### config.mk
export PLATFORM = sky130hd
export DESIGN_NAME = audio_frame_size_calc_core
export DESIGN_NICKNAME = d
export VERILOG_FILES = /design/src/afsc_pkg.sv /design/src/afsc_div.sv /design/src/audio_frame_size_calc_core.sv
export SDC_FILE = /design/constraint.sdc
export NUM_CORES = 1
export LEC_CHECK = 0
export BUFFER_PORTS_ARGS = -buffer_cell sky130_fd_sc_hd__buf_4
export CELL_PAD_IN_SITES_DETAIL_PLACEMENT = 1
export CELL_PAD_IN_SITES_GLOBAL_PLACEMENT = 2
export CORE_ASPECT_RATIO = 0.5
export CORE_MARGIN = 5
export CORE_UTILIZATION = 39
export DETAILED_ROUTE_END_ITERATION = 10
export GPL_ROUTABILITY_DRIVEN = 0
export PLACE_DENSITY = 0.78
export SYNTH_ARGS = -nofsm -noshare
export SYNTH_HDL_FRONTEND = slang
export SYNTH_HIERARCHICAL = 1
export SYNTH_SLANG_ARGS = --single-unit
### constraint.sdc
create_clock -name clk -period 7.1 [get_ports clk]
set_input_delay 0.71 -clock clk [delete_from_list [all_inputs] [get_ports clk]]
set_output_delay 0.71 -clock clk [all_outputs]
set_load 0.1 [all_outputs]
### src/afsc_pkg.sv
// Shared types, field codes and rate tables for the MPEG audio frame size calculator.
package afsc_pkg;

  localparam int HDR_W   = 32;
  localparam int KBPS_W  = 9;
  localparam int MULT_W  = 18;
  localparam int NUM_W   = 26;
  localparam int RECIP_W = 13;
  localparam int FREQ_W  = 16;
  localparam int Q0_W    = 13;
  localparam int QUOT_W  = 12;
  localparam int REM_W   = 17;
  localparam int SIDE_W  = 6;
  localparam int DATA_W  = 13;
  localparam int FCODE_W = 3;
  localparam int RECIP_SHIFT = 26;

  localparam logic [1:0] LM_RESERVED = 2'b00;
  localparam logic [1:0] LM_LAYER3   = 2'b01;
  localparam logic [1:0] LM_LAYER2   = 2'b10;
  localparam logic [1:0] LM_LAYER1   = 2'b11;

  localparam logic [1:0] VER_ONE = 2'b11;
  localparam logic [1:0] VER_TWO = 2'b10;

  localparam logic [1:0] RIDX_RESERVED  = 2'b11;
  localparam logic [1:0] MODE_SINGLE_CH = 2'b11;

  localparam logic [FCODE_W-1:0] FC_V1_BASE = 3'd0;
  localparam logic [FCODE_W-1:0] FC_V2_BASE = 3'd3;
  localparam logic [FCODE_W-1:0] FC_V25     = 3'd6;

  localparam logic [MULT_W-1:0] K_LAYER1  = 18'd12000;
  localparam logic [MULT_W-1:0] K_SPF1152 = 18'd144000;
  localparam logic [MULT_W-1:0] K_SPF576  = 18'd72000;

  localparam logic [SIDE_W-1:0] SIDE_V1_MONO   = 6'd17;
  localparam logic [SIDE_W-1:0] SIDE_V1_STEREO = 6'd32;
  localparam logic [SIDE_W-1:0] SIDE_V2_MONO   = 6'd9;
  localparam logic [SIDE_W-1:0] SIDE_V2_STEREO = 6'd17;
  localparam logic [SIDE_W-1:0] SIDE_CRC       = 6'd2;

  localparam logic [FREQ_W-1:0] FREQ_TAB [8] = '{
    16'd44100, 16'd48000, 16'd32000, 16'd22050,
    16'd24000, 16'd16000, 16'd11025, 16'd11025
  };

  // floor(2^26 / freq)
  localparam logic [RECIP_W-1:0] RECIP_TAB [8] = '{
    13'd1521, 13'd1398, 13'd2097, 13'd3043,
    13'd2796, 13'd4194, 13'd6086, 13'd6086
  };

  localparam logic [KBPS_W-1:0] KBPS_V1_L1 [16] = '{
    9'd0, 9'd32, 9'd64, 9'd96, 9'd128, 9'd160, 9'd192, 9'd224,
    9'd256, 9'd288, 9'd320, 9'd352, 9'd384, 9'd416, 9'd448, 9'd0
  };

  localparam logic [KBPS_W-1:0] KBPS_V1_L2 [16] = '{
    9'd0, 9'd32, 9'd48, 9'd56, 9'd64, 9'd80, 9'd96, 9'd112,
    9'd128, 9'd160, 9'd192, 9'd224, 9'd256, 9'd320, 9'd384, 9'd0
  };

  localparam logic [KBPS_W-1:0] KBPS_V1_L3 [16] = '{
    9'd0, 9'd32, 9'd40, 9'd48, 9'd56, 9'd64, 9'd80, 9'd96,
    9'd112, 9'd128, 9'd160, 9'd192, 9'd224, 9'd256, 9'd320, 9'd0
  };

  localparam logic [KBPS_W-1:0] KBPS_V2_L1 [16] = '{
    9'd0, 9'd32, 9'd48, 9'd56, 9'd64, 9'd80, 9'd96, 9'd112,
    9'd128, 9'd144, 9'd160, 9'd176, 9'd192, 9'd224, 9'd256, 9'd0
  };

  localparam logic [KBPS_W-1:0] KBPS_V2_L23 [16] = '{
    9'd0, 9'd8, 9'd16, 9'd24, 9'd32, 9'd40, 9'd48, 9'd56,
    9'd64, 9'd80, 9'd96, 9'd112, 9'd128, 9'd144, 9'd160, 9'd0
  };

  typedef struct packed {
    logic              ok;
    logic              layer1;
    logic              pad;
    logic [SIDE_W-1:0] side;
  } afsc_side_t;

endpackage

### src/afsc_div.sv
// Three-stage frame length divider: numerator product, reciprocal quotient, remainder fix-up.
module afsc_div (
  input  logic                             clk,
  input  logic                             rst_n,
  input  logic                             en,
  input  logic                             in_valid,
  input  logic [afsc_pkg::KBPS_W-1:0]      in_kbps,
  input  logic [afsc_pkg::MULT_W-1:0]      in_mult,
  input  logic [afsc_pkg::FCODE_W-1:0]     in_fcode,
  input  afsc_pkg::afsc_side_t             in_side,
  output logic                             out_valid,
  output logic [afsc_pkg::QUOT_W-1:0]      out_quot,
  output afsc_pkg::afsc_side_t             out_side
);

  localparam int ProdAW = afsc_pkg::KBPS_W + afsc_pkg::MULT_W;
  localparam int ProdBW = afsc_pkg::NUM_W + afsc_pkg::RECIP_W;
  localparam int ProdCW = afsc_pkg::Q0_W + afsc_pkg::FREQ_W;

  logic                            a_valid_r, a_valid_nxt;
  logic [afsc_pkg::NUM_W-1:0]      a_num_r, a_num_nxt;
  logic [afsc_pkg::FCODE_W-1:0]    a_fcode_r;
  afsc_pkg::afsc_side_t            a_side_r;

  logic                            b_valid_r;
  logic [afsc_pkg::NUM_W-1:0]      b_num_r;
  logic [afsc_pkg::Q0_W-1:0]       b_q0_r, b_q0_nxt;
  logic [afsc_pkg::FCODE_W-1:0]    b_fcode_r;
  afsc_pkg::afsc_side_t            b_side_r;

  logic                            c_valid_r;
  logic [afsc_pkg::Q0_W-1:0]       c_q0_r;
  logic                            c_corr_r, c_corr_nxt;
  afsc_pkg::afsc_side_t            c_side_r;

  logic [ProdAW-1:0]               prod_a;
  logic [ProdBW-1:0]               prod_b;
  logic [ProdCW-1:0]               prod_c;
  logic [afsc_pkg::FREQ_W-1:0]     c_freq;
  logic [afsc_pkg::NUM_W-1:0]      diff;
  logic [afsc_pkg::REM_W-1:0]      rem;
  logic [afsc_pkg::Q0_W-1:0]       quot_sum;

  always_comb begin
    a_valid_nxt = in_valid;
    prod_a      = ProdAW'(in_kbps) * ProdAW'(in_mult);
    a_num_nxt   = prod_a[afsc_pkg::NUM_W-1:0];
  end

  always_comb begin
    prod_b   = ProdBW'(a_num_r) * ProdBW'(afsc_pkg::RECIP_TAB[a_fcode_r]);
    b_q0_nxt = prod_b[ProdBW-1:afsc_pkg::RECIP_SHIFT];
  end

  always_comb begin
    c_freq     = afsc_pkg::FREQ_TAB[b_fcode_r];
    prod_c     = ProdCW'(b_q0_r) * ProdCW'(c_freq);
    diff       = b_num_r - prod_c[afsc_pkg::NUM_W-1:0];
    rem        = diff[afsc_pkg::REM_W-1:0];
    c_corr_nxt = (rem >= afsc_pkg::REM_W'(c_freq));
  end

  always_ff @(posedge clk) begin
    if (!rst_n) begin
      a_valid_r <= 1'b0;
      b_valid_r <= 1'b0;
      c_valid_r <= 1'b0;
    end else if (en) begin
      a_valid_r <= a_valid_nxt;
      b_valid_r <= a_valid_r;
      c_valid_r <= b_valid_r;
    end
  end

  always_ff @(posedge clk) begin
    if (en) begin
      a_num_r   <= a_num_nxt;
      a_fcode_r <= in_fcode;
      a_side_r  <= in_side;
      b_num_r   <= a_num_r;
      b_q0_r    <= b_q0_nxt;
      b_fcode_r <= a_fcode_r;
      b_side_r  <= a_side_r;
      c_q0_r    <= b_q0_r;
      c_corr_r  <= c_corr_nxt;
      c_side_r  <= b_side_r;
    end
  end

  assign quot_sum  = c_q0_r + afsc_pkg::Q0_W'(c_corr_r);
  assign out_valid = c_valid_r;
  assign out_quot  = quot_sum[afsc_pkg::QUOT_W-1:0];
  assign out_side  = c_side_r;

endmodule

### src/audio_frame_size_calc_core.sv
// Top level of the MPEG audio frame size calculator.
//
// Input channel: in_valid / in_stall with in_header_word, one 32-bit frame header per transfer.
// Result channel: out_valid / out_stall with out_header_ok, out_side_info_bytes and
// out_main_data_bytes (two's complement), one result per header, in order.
// A rejected header (no sync, rate index 3, reserved layer) gives ok low and zero sizes.
// Throughput: one header per cycle unless a shown result is stalled. Registers from the input
// transfer to the result on the output register: decode, numerator product, reciprocal quotient,
// remainder fix-up, size assembly; the divide by the sample rate sets the depth.
// Reset (rst_n low, synchronous) empties every stage; no result is shown afterwards
// until a new header arrives.
// While the receiver stalls a shown result, the whole pipeline holds and in_stall is
// raised in the same cycle; nothing is lost or repeated and the result stays put.
module audio_frame_size_calc_core (
  input  logic                               clk,
  input  logic                               rst_n,
  input  logic                               in_valid,
  output logic                               in_stall,
  input  logic [afsc_pkg::HDR_W-1:0]         in_header_word,
  output logic                               out_valid,
  input  logic                               out_stall,
  output logic                               out_header_ok,
  output logic [afsc_pkg::SIDE_W-1:0]        out_side_info_bytes,
  output logic signed [afsc_pkg::DATA_W-1:0] out_main_data_bytes
);

  logic                               en;
  logic [1:0]                         ridx, lm, ver, mode;
  logic [3:0]                         bidx;
  logic                               grp2;

  logic                               s1_valid_r;
  logic [afsc_pkg::KBPS_W-1:0]        s1_kbps_r, s1_kbps_nxt;
  logic [afsc_pkg::MULT_W-1:0]        s1_mult_r, s1_mult_nxt;
  logic [afsc_pkg::FCODE_W-1:0]       s1_fcode_r, s1_fcode_nxt;
  afsc_pkg::afsc_side_t               s1_side_r, s1_side_nxt;

  logic                               dv_valid;
  logic [afsc_pkg::QUOT_W-1:0]        dv_quot;
  afsc_pkg::afsc_side_t               dv_side;

  logic [afsc_pkg::QUOT_W-1:0]        frame_base;
  logic [afsc_pkg::DATA_W-1:0]        pad_amt;
  logic [afsc_pkg::DATA_W-1:0]        data_calc;

  logic                               out_valid_r;
  logic                               out_ok_r, out_ok_nxt;
  logic [afsc_pkg::SIDE_W-1:0]        out_side_r, out_side_nxt;
  logic [afsc_pkg::DATA_W-1:0]        out_data_r, out_data_nxt;

  assign en       = !(out_valid_r && out_stall);
  assign in_stall = !en;

  assign ridx = in_header_word[11:10];
  assign lm   = in_header_word[18:17];
  assign ver  = in_header_word[20:19];
  assign mode = in_header_word[7:6];
  assign bidx = in_header_word[15:12];
  assign grp2 = (ver != afsc_pkg::VER_ONE);

  always_comb begin
    s1_side_nxt.ok     = (&in_header_word[31:21]) && (ridx != afsc_pkg::RIDX_RESERVED)
                         && (lm != afsc_pkg::LM_RESERVED);
    s1_side_nxt.layer1 = (lm == afsc_pkg::LM_LAYER1);
    s1_side_nxt.pad    = in_header_word[9];
    s1_side_nxt.side   = '0;

    if (ver == afsc_pkg::VER_ONE) begin
      s1_fcode_nxt = afsc_pkg::FC_V1_BASE + afsc_pkg::FCODE_W'(ridx);
    end else if (ver == afsc_pkg::VER_TWO) begin
      s1_fcode_nxt = afsc_pkg::FC_V2_BASE + afsc_pkg::FCODE_W'(ridx);
    end else begin
      s1_fcode_nxt = afsc_pkg::FC_V25;
    end

    unique case (lm)
      afsc_pkg::LM_LAYER1: begin
        s1_kbps_nxt = grp2 ? afsc_pkg::KBPS_V2_L1[bidx] : afsc_pkg::KBPS_V1_L1[bidx];
        s1_mult_nxt = afsc_pkg::K_LAYER1;
      end
      afsc_pkg::LM_LAYER2: begin
        s1_kbps_nxt = grp2 ? afsc_pkg::KBPS_V2_L23[bidx] : afsc_pkg::KBPS_V1_L2[bidx];
        s1_mult_nxt = afsc_pkg::K_SPF1152;
      end
      afsc_pkg::LM_LAYER3: begin
        s1_kbps_nxt = grp2 ? afsc_pkg::KBPS_V2_L23[bidx] : afsc_pkg::KBPS_V1_L3[bidx];
        s1_mult_nxt = grp2 ? afsc_pkg::K_SPF576 : afsc_pkg::K_SPF1152;
        if (grp2) begin
          s1_side_nxt.side = (mode == afsc_pkg::MODE_SINGLE_CH) ? afsc_pkg::SIDE_V2_MONO
                                                                : afsc_pkg::SIDE_V2_STEREO;
        end else begin
          s1_side_nxt.side = (mode == afsc_pkg::MODE_SINGLE_CH) ? afsc_pkg::SIDE_V1_MONO
                                                                : afsc_pkg::SIDE_V1_STEREO;
        end
        if (!in_header_word[16]) begin
          s1_side_nxt.side = s1_side_nxt.side + afsc_pkg::SIDE_CRC;
        end
      end
      default: begin
        s1_kbps_nxt = '0;
        s1_mult_nxt = '0;
      end
    endcase
  end

  always_ff @(posedge clk) begin
    if (!rst_n) begin
      s1_valid_r <= 1'b0;
    end else if (en) begin
      s1_valid_r <= in_valid;
    end
  end

  always_ff @(posedge clk) begin
    if (en) begin
      s1_kbps_r  <= s1_kbps_nxt;
      s1_mult_r  <= s1_mult_nxt;
      s1_fcode_r <= s1_fcode_nxt;
      s1_side_r  <= s1_side_nxt;
    end
  end

  afsc_div u_div (
    .clk       (clk),
    .rst_n     (rst_n),
    .en        (en),
    .in_valid  (s1_valid_r),
    .in_kbps   (s1_kbps_r),
    .in_mult   (s1_mult_r),
    .in_fcode  (s1_fcode_r),
    .in_side   (s1_side_r),
    .out_valid (dv_valid),
    .out_quot  (dv_quot),
    .out_side  (dv_side)
  );

  always_comb begin
    frame_base = dv_side.layer1 ? {dv_quot[afsc_pkg::QUOT_W-3:0], 2'b00} : dv_quot;
    if (!dv_side.pad) begin
      pad_amt = '0;
    end else if (dv_side.layer1) begin
      pad_amt = afsc_pkg::DATA_W'(4);
    end else begin
      pad_amt = afsc_pkg::DATA_W'(1);
    end
    data_calc = afsc_pkg::DATA_W'(frame_base) + pad_amt
                - afsc_pkg::DATA_W'(dv_side.side) - afsc_pkg::DATA_W'(4);
    out_ok_nxt   = dv_side.ok;
    out_side_nxt = dv_side.ok ? dv_side.side : '0;
    out_data_nxt = dv_side.ok ? data_calc : '0;
  end

  always_ff @(posedge clk) begin
    if (!rst_n) begin
      out_valid_r <= 1'b0;
    end else if (en) begin
      out_valid_r <= dv_valid;
    end
  end

  always_ff @(posedge clk) begin
    if (en) begin
      out_ok_r   <= out_ok_nxt;
      out_side_r <= out_side_nxt;
      out_data_r <= out_data_nxt;
    end
  end

  assign out_valid           = out_valid_r;
  assign out_header_ok       = out_ok_r;
  assign out_side_info_bytes = out_side_r;
  assign out_main_data_bytes = out_data_r;

endmodule

* Yosys cells after proc, flatten, opt, wreduce, memory -nomap -nowiden
Memory sizes are Yosys's and may differ from the RTL's. Cells that the tools add are included.
Cells by class: add/subtract/negate cells 7, $mul 3, $lt $le $gt $ge 4, eq/ne operators 8, mux-type cells 30, bitwise gates (word level) 3, reduce and logical (&&, ||, !) cells 5
Operators by type and width (number):
- 9-bit two-way mux | 13
- 18-bit one-hot mux with 3 select lines | 1
- 26-bit by 13-bit multiplier with 39-bit output | 1
- 16-bit two-way mux | 2
- 9-bit one-hot mux with 3 select lines | 1
- 9-bit by 18-bit multiplier with 26-bit output | 1
- 13-bit two-way mux | 2
- 6-bit two-way mux | 4
- 18-bit two-way mux | 1
- 17-bit by 16-bit >= comparator with 1-bit output | 1
- 13-bit by 16-bit multiplier with 17-bit output | 1
- 17-bit subtractor | 1
- 12-bit by 13-bit adder with 13-bit output | 1
- 13-bit by 3-bit subtractor with 13-bit output (second input constant) | 1
- 13-bit by 6-bit subtractor with 13-bit output | 1
- 12-bit by 1-bit adder with 12-bit output | 1
- 12-bit two-way mux | 1
- 11-bit AND reduction | 1
- 2-bit equality test (second input constant) | 5
- 3-bit two-way mux | 3
- 4-bit >= comparator (second input constant) | 2
- 3-bit inverter with 4-bit output | 2
- 6-bit by 2-bit adder with 6-bit output (second input constant) | 1
- 5-bit >= comparator (second input constant) | 1
- 8 further kinds | 11
Storage, ports and cells: register bits 166, bits in read-only memories 952, output and inout bits 22, logic and storage cells 102, memories kept 7
Memory list:
- (no name shown) | depth 16, width 9, read ports 1, clocked after Yosys merged registers in 0, write ports 0, line audio_frame_size_calc_core.sv:86 | s1_kbps_nxt = grp2 ? afsc_pkg::KBPS_V2_L23[bidx] : afsc_pkg::KBPS_V1_L3[bidx];
- (no name shown) | depth 16, width 9, read ports 1, clocked after Yosys merged registers in 0, write ports 0, line audio_frame_size_calc_core.sv:86
- (no name shown) | depth 16, width 9, read ports 1, clocked after Yosys merged registers in 0, write ports 0, line audio_frame_size_calc_core.sv:82 | s1_kbps_nxt = grp2 ? afsc_pkg::KBPS_V2_L23[bidx] : afsc_pkg::KBPS_V1_L2[bidx];
- (no name shown) | depth 16, width 9, read ports 1, clocked after Yosys merged registers in 0, write ports 0, line audio_frame_size_calc_core.sv:78 | s1_kbps_nxt = grp2 ? afsc_pkg::KBPS_V2_L1[bidx] : afsc_pkg::KBPS_V1_L1[bidx];
- (no name shown) | depth 16, width 9, read ports 1, clocked after Yosys merged registers in 0, write ports 0, line audio_frame_size_calc_core.sv:78
- (no name shown) | depth 8, width 16, read ports 1, clocked after Yosys merged registers in 0, write ports 0, line afsc_div.sv:56 | c_freq = afsc_pkg::FREQ_TAB[b_fcode_r];
- 1 more memories

* Longest topological paths before layout
Gate-level depths: netlist of run 1.
depth after elaboration 7, depth in mapped cells 29, gate-level depth less buffers 27

* By module
Netlist of run 1, hierarchy kept.
By module, submodules not included:
- afsc_div | times used 1, cells each 2402, area each 22964.5 µm², seq. area each 3123.0 µm²
- audio_frame_size_calc_core | times used 1, cells each 312, area each 3095.5 µm², seq. area each 1301.2 µm²

* Least setup slack after synthesis of run 1
No wires, ideal clock.
path type reg2reg, start register u_div/b_fcode_r[1] in the netlist's numbering, end register u_div.c_corr_r (data pin), setup time 281 ps, arrival time 6682 ps, setup slack 137 ps, cell stages (with the launch flop) 29, clock period less this slack 6963 ps, path through edfxtp_1 clkbuf_1 inv_1 ha_1 nor2_1 nor2_1 clkbuf_1 nand2_1 fa_1 inv_1 fa_1 inv_1 fa_1 fa_1 fa_1 inv_1 fa_1 inv_1 ha_1 nand3_1 a211oi_1 nor4_1 o41ai_1 xor2_1 ha_1 nand2_1 nor4_1 a221oi_1 o311ai_0
On the way: cells in the longest elaborated chain, start to end 7
Ends and longest elaborated chain:
- from (decl) | line afsc_div.sv:28 | logic [afsc_pkg::FCODE_W-1:0] b_fcode_r;
- from (signal assigned) | line afsc_div.sv:82 | b_fcode_r <= a_fcode_r;
- 3-bit inverter with 4-bit output (implied by the code) (*) | line afsc_div.sv:56
- memory 8 x 16 bit (*)
- 16-bit two-way mux (implied by the code) (*) (2 in series) | line afsc_div.sv:56
- 13-bit by 16-bit multiplier with 17-bit output | line afsc_div.sv:57 | prod_c = ProdCW'(b_q0_r) * ProdCW'(c_freq);
- 17-bit subtractor | line afsc_div.sv:58 | diff = b_num_r - prod_c[afsc_pkg::NUM_W-1:0];
- 17-bit by 16-bit >= comparator with 1-bit output (*) | line afsc_div.sv:60 | c_corr_nxt = (rem >= afsc_pkg::REM_W'(c_freq));
- named net u_div.c_corr_nxt | line afsc_div.sv:33 | logic c_corr_r, c_corr_nxt;
- to (signal assigned) | line afsc_div.sv:85 | c_corr_r <= c_corr_nxt;
- to (decl) | line afsc_div.sv:33
Mark *: on every way through the listed nets, which the timed path passes. The rest lies on a longest branch. The select of a mux whose other input is x is not followed. A chain may end at the register's enable or synchronous reset.

* Final worst setup path of run 1
Ends and elaborated chain as after synthesis.

==> results.cfg, run 1 <==
[setup_path]
arrival_ps = 6990
cp_top_family = adder cells
critical_path_class = reg2reg
startpoint_type = register
crit_required_ps = 7290
crit_slowest_cell = fa_1
end_kind = register
path_max_fanout = 5
cp_slowest_stage_delay_ps = 550
crit_top_cell = fa_1
crit_buf_inv = 5

[clock_tree]
root_buffer = clkbuf_16
cts_made_buffers = 17
cts_tree = done
cts_buffer_depth = 2
htreeDepth = 4
clkSinkCount = 149
clkTransAtPathRegs_ps = 70
clock_latency_ps = 460

[sta]
worst-slew-pin-transition_ps = 979
max_freq_mhz = 147
finClkSkew_ps = 15.7
setup-violations-final = 0
rsz0062_at_grt = true
drv_slew = 0
tns_ps = 0
period_share_pct = 95.8
timing.final.ws_setup_ps = 299
relSlewSlack_pct = 34.7
min_period_ps = 6800
finalHoldViolCount = 0

[yosys]
synth_ff_type = edfxtp_1
synth_edf_count = 144
mappedNetlistArea_mm2 = 0.0261
avgSynthCellArea_um2 = 9.60
synth_cells = 2714
ys_types = 73
yosys_warnings = 6
synth-async-reset-ratio_pct = 0
seq_area_frac_synth_pct = 17.0
synth_top_cell_area_share_pct = 36.0
synth_most_common_cell = inv_1
synthTopCellsByArea = fa_1 (36%), edfxtp_1 (17%), ha_1 (12%), inv_1 (8.1%), nand2_1 (5.5%)
synth_common_cells = inv_1 (564), fa_1 (468), nand2_1 (384)
synth_area_leader_cell = fa_1
ys_ff_latch = 149

[detailed_routing]
vias_per_cell = 4.94
drt_iter0_drc = 770
finalWirelength_um = 65300
vias = 18100
ant_nets = 0
dr.pass1.iters = 5
drc = 0
wl_per_cell_um = 17.8

[global_routing]
grt_pass1_wl_um = 109000
track_usage_pct = 19.0
grt_pass1_vias = 20500
antenna_found_initial = 0
grt_overflow_total = 0
grt_max_degree = 67

[finish]
multi_input_area_mm2 = 0.0193
fin_area_mm2 = 0.0285
layout-drive-gt1-share_pct = 7.24
areaGrowthSynthToFinish_pct = 9.40
utilization_pct = 42.8
n_fill_cell = 7652
diodes = 0
nNetsFinal = 3514
regArea_mm2 = 0.00442

[floorplanning]
die_y_um = 193
core_area_mm2 = 0.0666
row_count = 67
die_w_um = 376
initial_utilization_pct = 39.2
dieArea_mm2 = 0.0724
io_pins = 58

[outcome]
status = finished clean

[place]
place_ws_ps = -88.8
dp_hpwl_um = 52800
dpl_cell_area_mm2 = 0.0277
io_buffers = 50

[hold_path]
timing.hold.worst.class = reg2reg

[flow_run]
drv_cap = 0
cell usage in the layout, fill, tap and decap left out, types with 8 or more instances in the layout:
master     count
a21o_1        22
a21oi_1       52
a211oi_1       9
o21a_1        15
nor2_1        56
clkbuf_16     17
nand2b_1      66
o21ai_0       35
a31oi_1        8
nor3_1        17
inv_1        561
xor2_1        20
xnor2_1       61
and3_1        33
nand4_1       13
buf_4        120
fa_1         468
edfxtp_1     144
mux2i_1       13
ha_1         242
nand2_1      382
nand3_1       24
and2_1       179
nor2b_1       44
conb_1        27
registers in the layout, summed over array words and instances, names as in the netlist, 5 cells and up:
signal and cells:
u_div/b_q0_r 13, u_div/b_side_r 9, u_div/a_num_r 26, s1_mult_r 5, s1_kbps_r 6, u_div/b_num_r 17
u_div/out_side 9, u_div/a_side_r 9, out_side_info_bytes 6, u_div/c_q0_r 12, out_main_data_bytes 13, s1_side_r 8
path summary, 6_finish.rpt:
| path | slack [ps] | startpoint | cells after the start | end |
|---|---|---|---|---|
| max | 300 | u_div/b_fcode_r[1] | 27 | u_div/c_corr_r |
| min | 420 | u_div/a_side_r[3] | 0 | u_div/b_side_r[3] |
| max reg2reg | 300 | u_div/b_fcode_r[1] | 27 | u_div/c_corr_r |
| min reg2reg | 420 | u_div/a_side_r[3] | 0 | u_div/b_side_r[3] |
worst register-to-register path: cells and delay by family (launching register included):
kind	cells	cell delay, ps
adder cells (fa/ha/maj)	9	3910
AO/OA/AOI/OAI	7	1290
AND/OR/NAND/NOR	5	500
flip-flops	1	380
buffers and inverters	5	310
XOR/XNOR	1	140
timing repair:
item | CTS | global route
buffers inserted | 0 | 6
endpoints found under the setup margin | 1 | 2
hold buffers | 0 | 0
gates resized for setup | 2 | 30
pin swaps | 0 | 23
hold endpoints to repair | 0 | 0
cell families (layout without fill, tap and decap cells):
logic type | count (synthesis) | count (layout) | synth area share, %
muxes | 18 | 18 | 0.701
other | 1 | 27 | 0.0144
xor gates and xnor gates | 83 | 83 | 2.84
DFF | 149 | 149 | 17.0
buffers and inverters | 685 | 722 | 9.93
adders and majority gates | 714 | 714 | 47.8
and+or+nand+nor | 849 | 849 | 16.1
AOI/OAI and AO/OA | 215 | 215 | 5.69
through the flow:
step                std cells  hold slack (ps)
floorplan                2740              400
global placement         3636              401
detailed placement       3636              406
CTS                      3668              390
global route             3674              387
finish                   3674              417
routing by layer:
metal,share of wire [%],global-route usage (%)
met5,0,0
met4,0.84,3.15
met3,2.6,1.78
met2,47,32.4
met1,49,26.8
area by class of cell:
class                      count  area share [%]
clock inverter                13           0.478
tap                          897            3.94
inverter                     566            7.45
sequential                   149            15.5
clock buffer                  19            1.59
timing repair buffer         124            3.35
multi-input combinational   1906            67.7
Power of run 1 is left out: the tool's default activity adds up to more than one toggle a clock period on the data nets, which glitch-free logic cannot reach.
==> run 2: changes to the inputs <==
- CORE_UTILIZATION: 39 -> 43
- PLACE_DENSITY: 0.78 -> 0.87
- clock period: 7.1 -> 7 ns (I/O delays scaled with it)
==> results.cfg, run 2 (synthesis gave the netlist of run 1 again) <==
[setup_path]
path_max_fanout = 7
end_kind = register
critical_path_class = reg2reg
arrival_ps = 7090
startpoint_type = register
crit_required_ps = 7260

[floorplanning]
row_count = 63
die_w_um = 358
initial_utilization_pct = 43.7
io_pins = 58
dieArea_mm2 = 0.0659
core_area_mm2 = 0.0596
die_y_um = 184

[detailed_routing]
drc = 0
dr.pass1.iters = 5
drt_iter0_drc = 1053
vias_per_cell = 5.12
finalWirelength_um = 67100
vias = 18500
ant_nets = 0
wl_per_cell_um = 18.6

[finish]
largest_reg_flops = 26
nNetsFinal = 3538
layout-drive-gt1-share_pct = 8.43
layout_commonest_cell = inv_1
n_fill_cell = 6788
areaGrowthSynthToFinish_pct = 10.2
largest-register = u_div/a_num_r
regArea_mm2 = 0.00442
multi_input_area_mm2 = 0.0194
top_regs = u_div/a_num_r (26), u_div/b_num_r (17)
layout_common_cells = inv_1 (562), fa_1 (468), nand2_1 (381), ha_1 (238), and2_1 (179)

[sta]
fin_hold_ws_ps = 415
max_freq_mhz = 146
finalHoldViolCount = 0
min_period_ps = 6830
tns_ps = 0
setup-violations-final = 0
worst-slew-pin-transition_ps = 1000
finClkSkew_ps = 18.4
relSlewSlack_pct = 33.2
drv_slew = 0
period_share_pct = 97.6

[flow_run]
drv_cap = 0

[place]
dp_hpwl_um = 53800
io_buffers = 50

[clock_tree]
clock_latency_ps = 460
hold_buffers = 0
clkSinkCount = 149
clkTransAtPathRegs_ps = 70
root_buffer = clkbuf_16
htreeDepth = 4
cts_tree = done
cts_made_buffers = 17
cts_buffer_depth = 2

[global_routing]
antenna_found_initial = 0
grt_overflow_total = 0
grt_pass1_vias = 21300
grt_max_degree = 77
track_usage_pct = 21.2
grt_pass1_wl_um = 111000

[outcome]
status = finished clean

[hold_path]
timing.hold.worst.class = reg2reg
[run 2: worst paths after layout]
kind	start	end	slack (ps)	depth (start not counted)
worst max-delay path	u_div/b_fcode_r[1]	u_div/c_corr_r	170	25
worst min-delay path	u_div/a_side_r[3]	u_div/b_side_r[3]	410	0
worst max register to register	u_div/b_fcode_r[1]	u_div/c_corr_r	170	25
worst min register to register	u_div/a_side_r[3]	u_div/b_side_r[3]	410	0
[run 2: final cells by class]
type,count,area share [%]
Clock buffer,21,1.79
Sequential cell,149,15.4
Timing Repair Buffer,148,4.09
Tap cell,812,3.54
Clock inverter,11,0.344
Antenna cell,1,0.00871
Multi-Input combinational cell,1906,67.4
Inverter,566,7.40
[run 2: what timing repair did]
item / 4_1_cts / 5_1_grt
setup buffers: 2 / 7
resized for setup: 6 / 36
pin swaps: 2 / 37
setup endpoints to repair: 1 / 1
[run 2: per-stage QoR]
step | utilization [%] | worst slack, ps | area (µm²) | std cells
global route | 48.2 | -119 | 28700 | 3613
floorplan | - | 36.9 | 26200 | 2740
global placement | 46.7 | 20.4 | 27800 | 3572
CTS | 47.8 | 12.0 | 28500 | 3606
finish | 48.2 | 171 | 28700 | 3614
detailed placement | 46.7 | -136 | 27800 | 3572
[run 2: layer usage]
layer  wire length, µm  vias to the layer above  global-route usage, %
li1                  -                     8459                      -
met4               981                        0                   4.47
met5                 0                        -                      0
met1             31000                     9702                   29.0
met2             33200                      265                   37.0
met3              2000                       71                   2.26
[run 2: worst max-delay path, stage by stage (launching register included)]
cell and delay, ps:
edfxtp_1 430, buf_4 180, and2_1 180, buf_4 190, a21oi_2 130, nand2_1 100
fa_1 490, inv_1 60, fa_1 540, inv_1 60, fa_1 550, fa_1 450
fa_1 490, inv_1 50, fa_1 500, inv_1 60, ha_2 180, or3_4 390
nor4_4 350, nor3_2 100, xor2_1 170, ha_1 320, nand4_1 150, nor4_2 320
a221oi_2 90, o311ai_1 90
Power of run 2 is left out for the same reason.
==> run 3: changes to the inputs <==
--- a/config.mk
+++ b/config.mk
@@ -14,5 +14,6 @@
 export DETAILED_ROUTE_END_ITERATION = 10
 export GPL_ROUTABILITY_DRIVEN = 0
-export PLACE_DENSITY = 0.87
+export PLACE_DENSITY = 0.95
+export REMOVE_ABC_BUFFERS = 1
 export SYNTH_ARGS = -nofsm -noshare
 export SYNTH_HDL_FRONTEND = slang
==> constraint.sdc (replaced) <==
create_clock -name clk -period 7 [get_ports clk]
set_input_delay 1.05 -clock clk [delete_from_list [all_inputs] [get_ports clk]]
set_output_delay 1.05 -clock clk [all_outputs]
set_load 0.1 [all_outputs]
==> results.cfg, run 3 (synthesis gave the netlist of run 1 again) <==
[outcome]
status = finished, violations left
violations = negative setup slack

[setup_path]
critical_path_class = reg2reg
cp_slowest_stage_delay_ps = 550
arrival_ps = 7170
startpoint_type = register
reg2reg_slack_ps = -4
crit_buf_inv = 6
crit_top_cell = fa_1
crit_required_ps = 7170
path_max_fanout = 4
cp_top_family = adder cells
end_kind = register
crit_slowest_cell = fa_1

[clock_tree]
clkSinkCount = 149
cts_tree = done
clkTransAtPathRegs_ps = 70
htreeDepth = 4
cts_made_buffers = 17
cts_buffer_depth = 2
clock_latency_ps = 450
root_buffer = clkbuf_16

[finish]
diodes = 0
utilization_pct = 48.4
largest_reg_flops = 26
layout_common_cells = inv_1 (558), fa_1 (467), nand2_1 (379), ha_1 (235), and2_1 (180)
layout_commonest_cell = inv_1
top_regs = u_div/a_num_r (26), u_div/b_num_r (17)
largest-register = u_div/a_num_r
nNetsFinal = 3544
areaGrowthSynthToFinish_pct = 10.7
n_fill_cell = 6745
layout-drive-gt1-share_pct = 9.08

[detailed_routing]
ant_nets = 0
drc = 0
drt_iter0_drc = 1050
finalWirelength_um = 71000
dr.pass1.iters = 5
vias = 18700
vias_per_cell = 5.18
wl_per_cell_um = 19.6

[floorplanning]
die_y_um = 184
initial_utilization_pct = 43.7
die_w_um = 358
row_count = 63
core_area_mm2 = 0.0596
io_pins = 58
dieArea_mm2 = 0.0659

[sta]
drv_slew = 0
timing.final.ws_setup_ps = -4.41
finalHoldViolCount = 0
setup-violations-final = 1
period_share_pct = 100
rsz0062_at_grt = true
fin_hold_ws_ps = 417
min_period_ps = 7000
relSlewSlack_pct = 21.9
finClkSkew_ps = 17.0
max_freq_mhz = 143
worst-slew-pin-transition_ps = 1170

[place]
io_buffers = 50
place_ws_ps = -241
dp_hpwl_um = 55500

[global_routing]
grt_max_degree = 88
grt_pass1_vias = 21800
antenna_found_initial = 0
track_usage_pct = 22.1
grt_overflow_total = 0
grt_pass1_wl_um = 116000

[hold_path]
timing.hold.worst.class = reg2reg

[flow_run]
drv_cap = 0
[run 3: what timing repair did]
action / CTS / global route
setup endpoints to repair: 2 / 4
hold endpoints to repair: 0 / 0
buffers inserted: 3 / 20
hold buffers: 0 / 0
pin swaps: 0 / 65
gates resized for setup: 6 / 62
[run 3: worst reg2reg max path: cells and delay by family (launching register included)]
family,cells,cell delay [ps]
adder cells (fa/ha/maj),9,3920
AO/OA/AOI/OAI,7,1240
buffers and inverters,6,500
flip-flops,1,440
AND/OR/NAND/NOR,5,440
XOR/XNOR,1,190
[run 3: metal layers]
| metal | global-route usage (%) | part of all wire, % | up-vias |
|---|---|---|---|
| met1 | 28.4 | 43 | 9805 |
| met2 | 39.9 | 51 | 381 |
| met3 | 3.02 | 4.1 | 85 |
| li1 | - | - | 8473 |
| met4 | 5.12 | 1.6 | 0 |
| met5 | 0 | 0 | - |
[run 3: metrics by stage]
step	cell area, µm²	TNS [ps]	std cells
after detailed placement	27700	-241	3564
after CTS	28400	-65.2	3599
after floorplan	25700	-321	2621
after global placement	27700	-56.6	3564
final	28800	-4.41	3619
after global routing	28800	-283	3619
[run 3: path summary, 6_finish.rpt]
check | start | endpoint | cells after the start
setup / recovery | u_div/b_fcode_r[1] | u_div/c_corr_r | 28
hold / removal | u_div/a_side_r[1] | u_div/b_side_r[1] | 0
setup reg to reg | u_div/b_fcode_r[1] | u_div/c_corr_r | 28
hold reg to reg | u_div/a_side_r[1] | u_div/b_side_r[1] | 0
[run 3: final cells by class]
cell class / count / area (µm²) / share of cell area (%)
inverters: 566 / 2120 / 7.36
clock buffers: 17 / 425 / 1.47
flip-flops and latches: 149 / 4420 / 15.3
well taps: 812 / 1020 / 3.52
clock inverters: 15 / 189 / 0.655
multi-input cells: 1906 / 19500 / 67.5
repair buffers: 154 / 1210 / 4.20
Power of run 3 is left out for the same reason.
